### src/rtl/core/ikpt_pkg.sv
package ikpt_pkg;

    // table geometry
    localparam int ENTRIES      = 8;
    localparam int PAYLOAD_BITS = 48;
    localparam int INSTANT_BITS = 16;
    localparam int IDX_W        = (ENTRIES > 1) ? $clog2(ENTRIES) : 1;

    // operation codes
    localparam logic FUNC_PUT = 1'b0;
    localparam logic FUNC_GET = 1'b1;

    // commands from controller to datapath
    typedef struct packed {
        logic capture;
        logic do_put;
        logic scan;
        logic load_out;
    } ikpt_cmd_t;

    // status from datapath to controller
    typedef struct packed {
        logic is_get;
        logic hit;
        logic last;
        logic out_free;
    } ikpt_status_t;

endpackage

### src/rtl/core/ikpt_ctrl.sv
module ikpt_ctrl
(
    input  logic                  clk,
    input  logic                  rst_n,
    input  logic                  in_valid,
    output logic                  in_stall,
    input  ikpt_pkg::ikpt_status_t status,
    output ikpt_pkg::ikpt_cmd_t    cmd
);
    import ikpt_pkg::*;

    typedef enum logic [3:0] {
        S_IDLE = 4'b0001,
        S_PUT  = 4'b0010,
        S_SCAN = 4'b0100,
        S_DONE = 4'b1000
    } state_t;

    state_t state_reg;
    state_t state_next;

    // state register
    always_ff @(posedge clk or negedge rst_n)
    begin
        if (!rst_n)
        begin
            state_reg <= S_IDLE;
        end
        else
        begin
            state_reg <= state_next;
        end
    end

    // next state and commands
    always_comb
    begin
        state_next   = state_reg;
        cmd          = '0;
        in_stall     = 1'b1;
        case (state_reg)
            S_IDLE:
            begin
                in_stall = 1'b0;
                if (in_valid)
                begin
                    cmd.capture = 1'b1;
                    state_next  = S_DONE;
                end
            end
            S_PUT:
            begin
                state_next = S_DONE;
            end
            S_SCAN:
            begin
                cmd.scan = 1'b1;
                if (status.hit || status.last)
                begin
                    state_next = S_DONE;
                end
            end
            S_DONE:
            begin
                if (status.out_free)
                begin
                    cmd.load_out = 1'b1;
                    state_next   = S_IDLE;
                end
            end
            default:
            begin
                state_next = S_IDLE;
            end
        endcase

        // the captured operation picks the work state
        if (state_reg == S_IDLE && in_valid)
        begin
            state_next = status.is_get ? S_SCAN : S_PUT;
        end
        if (state_reg == S_PUT)
        begin
            cmd.do_put = 1'b1;
        end
    end

endmodule

### src/rtl/core/ikpt_datapath.sv
module ikpt_datapath
(
    input  logic                                 clk,
    input  logic                                 rst_n,
    input  logic                                 func,
    input  logic [ikpt_pkg::INSTANT_BITS-1:0]    key_instant,
    input  logic [ikpt_pkg::PAYLOAD_BITS-1:0]    entry_payload,
    input  logic                                 out_stall,
    output logic                                 out_valid,
    output logic                                 success,
    output logic [ikpt_pkg::INSTANT_BITS-1:0]    out_instant,
    output logic [ikpt_pkg::PAYLOAD_BITS-1:0]    out_payload,
    input  ikpt_pkg::ikpt_cmd_t                   cmd,
    output ikpt_pkg::ikpt_status_t                status
);
    import ikpt_pkg::*;

    logic [ENTRIES-1:0]      valid_reg;
    logic [INSTANT_BITS-1:0] instant_reg [ENTRIES];
    logic [PAYLOAD_BITS-1:0] payload_reg [ENTRIES];

    logic                    func_reg;
    logic [INSTANT_BITS-1:0] key_reg;
    logic [PAYLOAD_BITS-1:0] pay_reg;
    logic [IDX_W-1:0]        idx_reg;

    logic                    res_success_reg;
    logic [INSTANT_BITS-1:0] res_instant_reg;
    logic [PAYLOAD_BITS-1:0] res_payload_reg;

    logic                    out_valid_reg;
    logic                    out_success_reg;
    logic [INSTANT_BITS-1:0] out_instant_reg;
    logic [PAYLOAD_BITS-1:0] out_payload_reg;

    logic                    free_any;
    logic [IDX_W-1:0]        free_idx;

    // lowest free slot, searched from the top down so slot 0 wins
    always_comb
    begin
        free_any = 1'b0;
        free_idx = '0;
        for (int i = ENTRIES - 1; i >= 0; i--)
        begin
            if (!valid_reg[i])
            begin
                free_any = 1'b1;
                free_idx = IDX_W'(i);
            end
        end
    end

    // status back to the controller
    always_comb
    begin
        status.is_get   = (func == FUNC_GET);
        status.hit      = valid_reg[idx_reg] && (instant_reg[idx_reg] == key_reg);
        status.last     = (idx_reg == IDX_W'(ENTRIES - 1));
        status.out_free = !out_valid_reg || !out_stall;
    end

    // valid marks
    always_ff @(posedge clk or negedge rst_n)
    begin
        if (!rst_n)
        begin
            valid_reg <= '0;
        end
        else if (cmd.do_put && func_reg == FUNC_PUT && free_any)
        begin
            valid_reg[free_idx] <= 1'b1;
        end
        else if (cmd.scan && status.hit)
        begin
            valid_reg[idx_reg] <= 1'b0;
        end
    end

    // slot contents
    always_ff @(posedge clk)
    begin
        if (cmd.do_put && free_any)
        begin
            instant_reg[free_idx] <= key_reg;
            payload_reg[free_idx] <= pay_reg;
        end
    end

    // request capture, scan index and result
    always_ff @(posedge clk)
    begin
        if (cmd.capture)
        begin
            func_reg        <= func;
            key_reg         <= key_instant;
            pay_reg         <= entry_payload;
            idx_reg         <= '0;
            res_success_reg <= 1'b0;
            res_instant_reg <= '0;
            res_payload_reg <= '0;
        end
        else if (cmd.do_put)
        begin
            res_success_reg <= free_any;
        end
        else if (cmd.scan)
        begin
            if (status.hit)
            begin
                res_success_reg <= 1'b1;
                res_instant_reg <= instant_reg[idx_reg];
                res_payload_reg <= payload_reg[idx_reg];
            end
            else if (!status.last)
            begin
                idx_reg <= idx_reg + IDX_W'(1);
            end
        end
    end

    // output valid
    always_ff @(posedge clk or negedge rst_n)
    begin
        if (!rst_n)
        begin
            out_valid_reg <= 1'b0;
        end
        else if (cmd.load_out)
        begin
            out_valid_reg <= 1'b1;
        end
        else if (!out_stall)
        begin
            out_valid_reg <= 1'b0;
        end
    end

    // output payload
    always_ff @(posedge clk)
    begin
        if (cmd.load_out)
        begin
            out_success_reg <= res_success_reg;
            out_instant_reg <= res_instant_reg;
            out_payload_reg <= res_payload_reg;
        end
    end

    assign out_valid   = out_valid_reg;
    assign success     = out_success_reg;
    assign out_instant = out_instant_reg;
    assign out_payload = out_payload_reg;

endmodule

### src/rtl/core/instant_keyed_pending_table_top.sv
// a put steps through the PUT and DONE states, a get through SCAN and DONE, and DONE
// loads the result into the output register; a new request is taken only in IDLE,
//   and the slot scan of a get compares one stored instant per cycle
// the output register lets the next request start while a result waits
// reset clears every valid mark (table empty) and the output valid
module instant_keyed_pending_table_top
(
    input  logic                                 clk,
    input  logic                                 rst_n,
    input  logic                                 in_valid,
    output logic                                 in_stall,
    input  logic                                 func,
    input  logic [ikpt_pkg::INSTANT_BITS-1:0]    key_instant,
    input  logic [ikpt_pkg::PAYLOAD_BITS-1:0]    entry_payload,
    output logic                                 out_valid,
    input  logic                                 out_stall,
    output logic                                 success,
    output logic [ikpt_pkg::INSTANT_BITS-1:0]    out_instant,
    output logic [ikpt_pkg::PAYLOAD_BITS-1:0]    out_payload
);
    import ikpt_pkg::*;

    ikpt_cmd_t    cmd;
    ikpt_status_t status;

    // sequencing
    ikpt_ctrl u_ctrl
    (
        .clk      (clk),
        .rst_n    (rst_n),
        .in_valid (in_valid),
        .in_stall (in_stall),
        .status   (status),
        .cmd      (cmd)
    );

    // table storage and result path
    ikpt_datapath u_datapath
    (
        .clk           (clk),
        .rst_n         (rst_n),
        .func          (func),
        .key_instant   (key_instant),
        .entry_payload (entry_payload),
        .out_stall     (out_stall),
        .out_valid     (out_valid),
        .success       (success),
        .out_instant   (out_instant),
        .out_payload   (out_payload),
        .cmd           (cmd),
        .status        (status)
    );

endmodule

### config.mk
export PLATFORM = sky130hd
export DESIGN_NAME = instant_keyed_pending_table_top
export DESIGN_NICKNAME = d
export VERILOG_FILES = /design/src/rtl/core/ikpt_pkg.sv /design/src/rtl/core/ikpt_ctrl.sv /design/src/rtl/core/ikpt_datapath.sv /design/src/rtl/core/instant_keyed_pending_table_top.sv
export SDC_FILE = /design/constraint.sdc
export NUM_CORES = 1
export LEC_CHECK = 0
export BUFFER_PORTS_ARGS = -buffer_cell sky130_fd_sc_hd__buf_2
export CELL_PAD_IN_SITES_DETAIL_PLACEMENT = 1
export CELL_PAD_IN_SITES_GLOBAL_PLACEMENT = 1
export CORE_AREA = 2 2 223 225
export DETAILED_ROUTE_END_ITERATION = 16
export DIE_AREA = 0 0 225 227
export PLACE_DENSITY = 0.85
export RECOVER_POWER = 100
export SLEW_MARGIN = 25
export SYNTH_ARGS = -nofsm -noshare
export SYNTH_HDL_FRONTEND = slang
export SYNTH_SLANG_ARGS = --single-unit
### constraint.sdc
create_clock -name clk -period 9.1 [get_ports clk]
set_input_delay 0 -clock clk [delete_from_list [all_inputs] [get_ports clk]]
set_output_delay 0 -clock clk [all_outputs]
set_load 0.02 [all_outputs]
==> flow_metrics.py <==
metrics = {
    "yosys": {
        "synthArstFlopShare_pct": 1.79,
        "yosys.area_share.adder_pct": 0.0977,
        "synth_cell_types": 44,
        "post_synth_mux_area_share_pct": 3.54,
        "yosysTopAreaCell": "edfxtp_1",
        "avgSynthCellArea_um2": 19.3,
        "yosysTopAreaCellShare_pct": 75.3,
        "ys.warnings.count": 0,
        "synth_compound_area_share_pct": 9.63,
        "netlist_area_mm2": 0.0256,
        "synth.net_count": 1395,
        "synth_cells": 1324,
        "synth_edf_count": 642,
        "ys_ff_latch": 726,
        "yosysMostFrequentCell": "edfxtp_1",
        "synth.area.top_cells": "edfxtp_1 75%, dfxtp_1 5.6%, a22oi_1 3.0%",
        "ys_seq_area_share_pct": 82.1,
        "synth-main-ff-cell": "edfxtp_1",
        "synthXorXnorAreaFrac_pct": 0.513,
        "synth-simple-area-share_pct": 2.74,
        "synth_top_family_by_area": "compound AO/OA/AOI/OAI gates",
        "synth_common_cells": "642 x edfxtp_1, 102 x a22oi_1, 71 x dfxtp_1, 54 x clkbuf_1, 52 x a22o_1",
    },
    "timing": {
        "fmax_ghz": 0.141,
        "setup_tns_ns": 0,
        "relSlewSlack_pct": -228,
        "setup_viol": 0,
        "fin_worst_skew_ns": 0.0474,
        "rsz0062_at_grt": "false",
        "layout_setup_ws_ns": 1.99,
        "tightest_slew_ns": 4.92,
        "finalMaxSlewViolations": 601,
        "post-route-min-period_ns": 7.11,
        "period_share_pct": 78.2,
        "hold_viol": 0,
    },
    "clocking": {
        "clk-insertion-delay-late_ns": 0.64,
        "cts_buffers": 71,
        "cts_max_path_buffers": 3,
        "cts_setup_buffers": 0,
        "cts_sinks": 726,
        "cts_tree": "built",
        "clk_pin_slew_ns": 0.07,
        "cts_root_buffer": "clkbuf_16",
        "htree_levels": 3,
    },
    "critical_path": {
        "worstRegToRegCells": 11,
        "critPathKind": "reg2reg",
        "worstPathMaxFanout": 54,
        "critPathArrivalTime_ns": 7.62,
        "critical_path_required_ns": 9.61,
        "start_kind": "flip-flop",
        "r2r_slack_ns": 1.99,
        "regToRegEndpoint": "u_datapath.res_payload_reg[27]$_SDFFE_PP0P_",
        "end_kind": "flip-flop",
    },
    "drt": {
        "wl_met1_um": 28400,
        "route.met2.wl_um": 37600,
        "met3_length_um": 7310,
        "antenna_left": 0,
        "avgRoutedWirePerCell_um": 34.5,
        "drcViolationCount": 0,
        "avgViaCountPerCell": 6.84,
        "drt_iter0_markers": 2187,
        "first_pass_iters": 5,
        "vias": 15294,
        "maxUsedRoutingLayer": "met5",
        "wl_um": 77200,
    },
    "worst_hold_path": {
        "hold_path_class": "in2reg",
        "hp-start": "entry_payload[25]",
        "min_to": "u_datapath.pay_reg[25]$_DFFE_PP_",
        "hold-path-cell-count": 2,
    },
    "global_route": {
        "grt_usage_pct": 30.4,
        "grt_start_max_net_pins": 66,
        "grt_pass1_vias": 15704,
        "grt_pass1_wl_um": 111000,
        "antenna_found_initial": 2,
        "grt_overflow_total": 0,
    },
    "layout": {
        "largest_reg_flops": 384,
        "drive_gt1_share_pct": 12.9,
        "nNetsFinal": 1626,
        "final_util_pct": 61.8,
        "area.growth.synth_to_final_pct": 17.2,
    },
    "floorplan": {
        "core_mm2": 0.0485,
        "num_io_pins": 136,
        "die_x_um": 225,
        "dieHeight_um": 227,
        "die-area_mm2": 0.0511,
        "fp-row-count": 81,
        "start_util_pct": 52.7,
    },
    "placed_design": {
        "port_buffers": 135,
        "dp_hpwl_um": 34900,
        "dp_slack_ns": 3.69,
        "place.gp.congestion": 0.828,
    },
    "run_status": {
        "status": "finished, violations left",
        "violations": "max-capacitance violations, max-slew violations",
    },
    "power_and_ir_drop": {
        "ir_drop_mv": 0.170,
        "p_per_area_mw_per_mm2": 279,
        "p_leak_uw": 0.0101,
    },
    "flow_run": {
        "cap_violations": 15,
    },
}
[report_power, final]
group	total (uW)	internal, uW	switching, uW
registers	4140	3900	234
logic	1010	333	674
clock network	3220	1840	1370
total	8360	6080	2280
[layout by cell type, fill, tap and decap left out, types with 18 or more instances in the layout]
cell and n:
mux2i_1 40, nand4_1 51, a22o_1 52, clkbuf_16 72
buf_2 46, o211a_1 48, a221oi_1 51, mux4_2 20
nor2_1 27, dlygate4sd3_1 70, dfxtp_1 70, edfxtp_1 642
nand2_1 18, a22oi_1 102, clkbuf_1 121
[per-stage QoR]
step / total power, uW / hold WS (ns) / std cells / instance area (um^2)
finish: 8360 / 0.0762 / 2237 / 30000
global route: 8530 / 0.0719 / 2235 / 30000
CTS: 8260 / 0.0659 / 2235 / 30300
detailed placement: 5090 / -0.0659 / 2034 / 27100
global placement: 5010 / -0.0779 / 2034 / 27100
floorplan: 4700 / -0.296 / 1324 / 25600
[cells by family (layout without fill, tap and decap cells)]
kind of cell               count (synthesis)  in the layout
muxes                                     65             65
buffers and inverters                     85            374
and+or+nand+nor                          130            130
DFF                                      726            726
xor gates and xnor gates                  15             15
AOI/OAI and AO/OA                        301            301
other                                      0              2
adders and majority gates                  2              2
[per-layer routing]
metal,track usage (%),vias to the layer above
met5,0,-
met4,15.4,2
met3,5.68,275
met2,49.4,1219
met1,39.8,7846
li1,-,5952
[area by class of cell]
type	instances	area (um^2)
repair buffers	233	1420
multi-input cells	513	4290
clock buffers	96	1960
clock inverters	35	502
well taps	622	778
flip-flops and latches	726	21000
diodes	2	5.00
inverters	10	40.0
fillers	4163	18500
[worst max-delay path, stage by stage, from the launching register on]
cell and delay, ns:
dfxtp_1 0.32, buf_4 0.68, mux4_2 0.62, mux2i_1 0.41
xnor2_1 0.19, nor4_1 0.58, nand4_1 0.23, nor4_1 1.91
buf_4 0.74, buf_4 0.68, nand4_1 0.30, o211a_1 0.23
[what timing repair did]
action	CTS	global route
gates resized for setup	0	0
hold buffers	70	0
endpoints found under the hold margin	82	0
[worst max-delay path by stage]
| stage | start | endpoint | slack, ns |
|---|---|---|---|
| after floorplan | u_ctrl.state_reg[3]$_DFFE_PN0P_ | u_datapath.instant_reg[3][0]$_DFFE_PP_ | 1.06 |
| after global placement | flip-flop | u_datapath.res_payload_reg[12]$_SDFFE_PP0P_ | 4.13 |
| after detailed placement | flip-flop | u_datapath.res_payload_reg[27]$_SDFFE_PP0P_ | 3.69 |
| after CTS | flip-flop | u_datapath.res_payload_reg[27]$_SDFFE_PP0P_ | 3.40 |
| after global routing | flip-flop | u_datapath.res_payload_reg[27]$_SDFFE_PP0P_ | 1.77 |
| final | flip-flop | u_datapath.res_payload_reg[27]$_SDFFE_PP0P_ | 1.99 |
No activity file was read; power rests on OpenSTA's default activity.
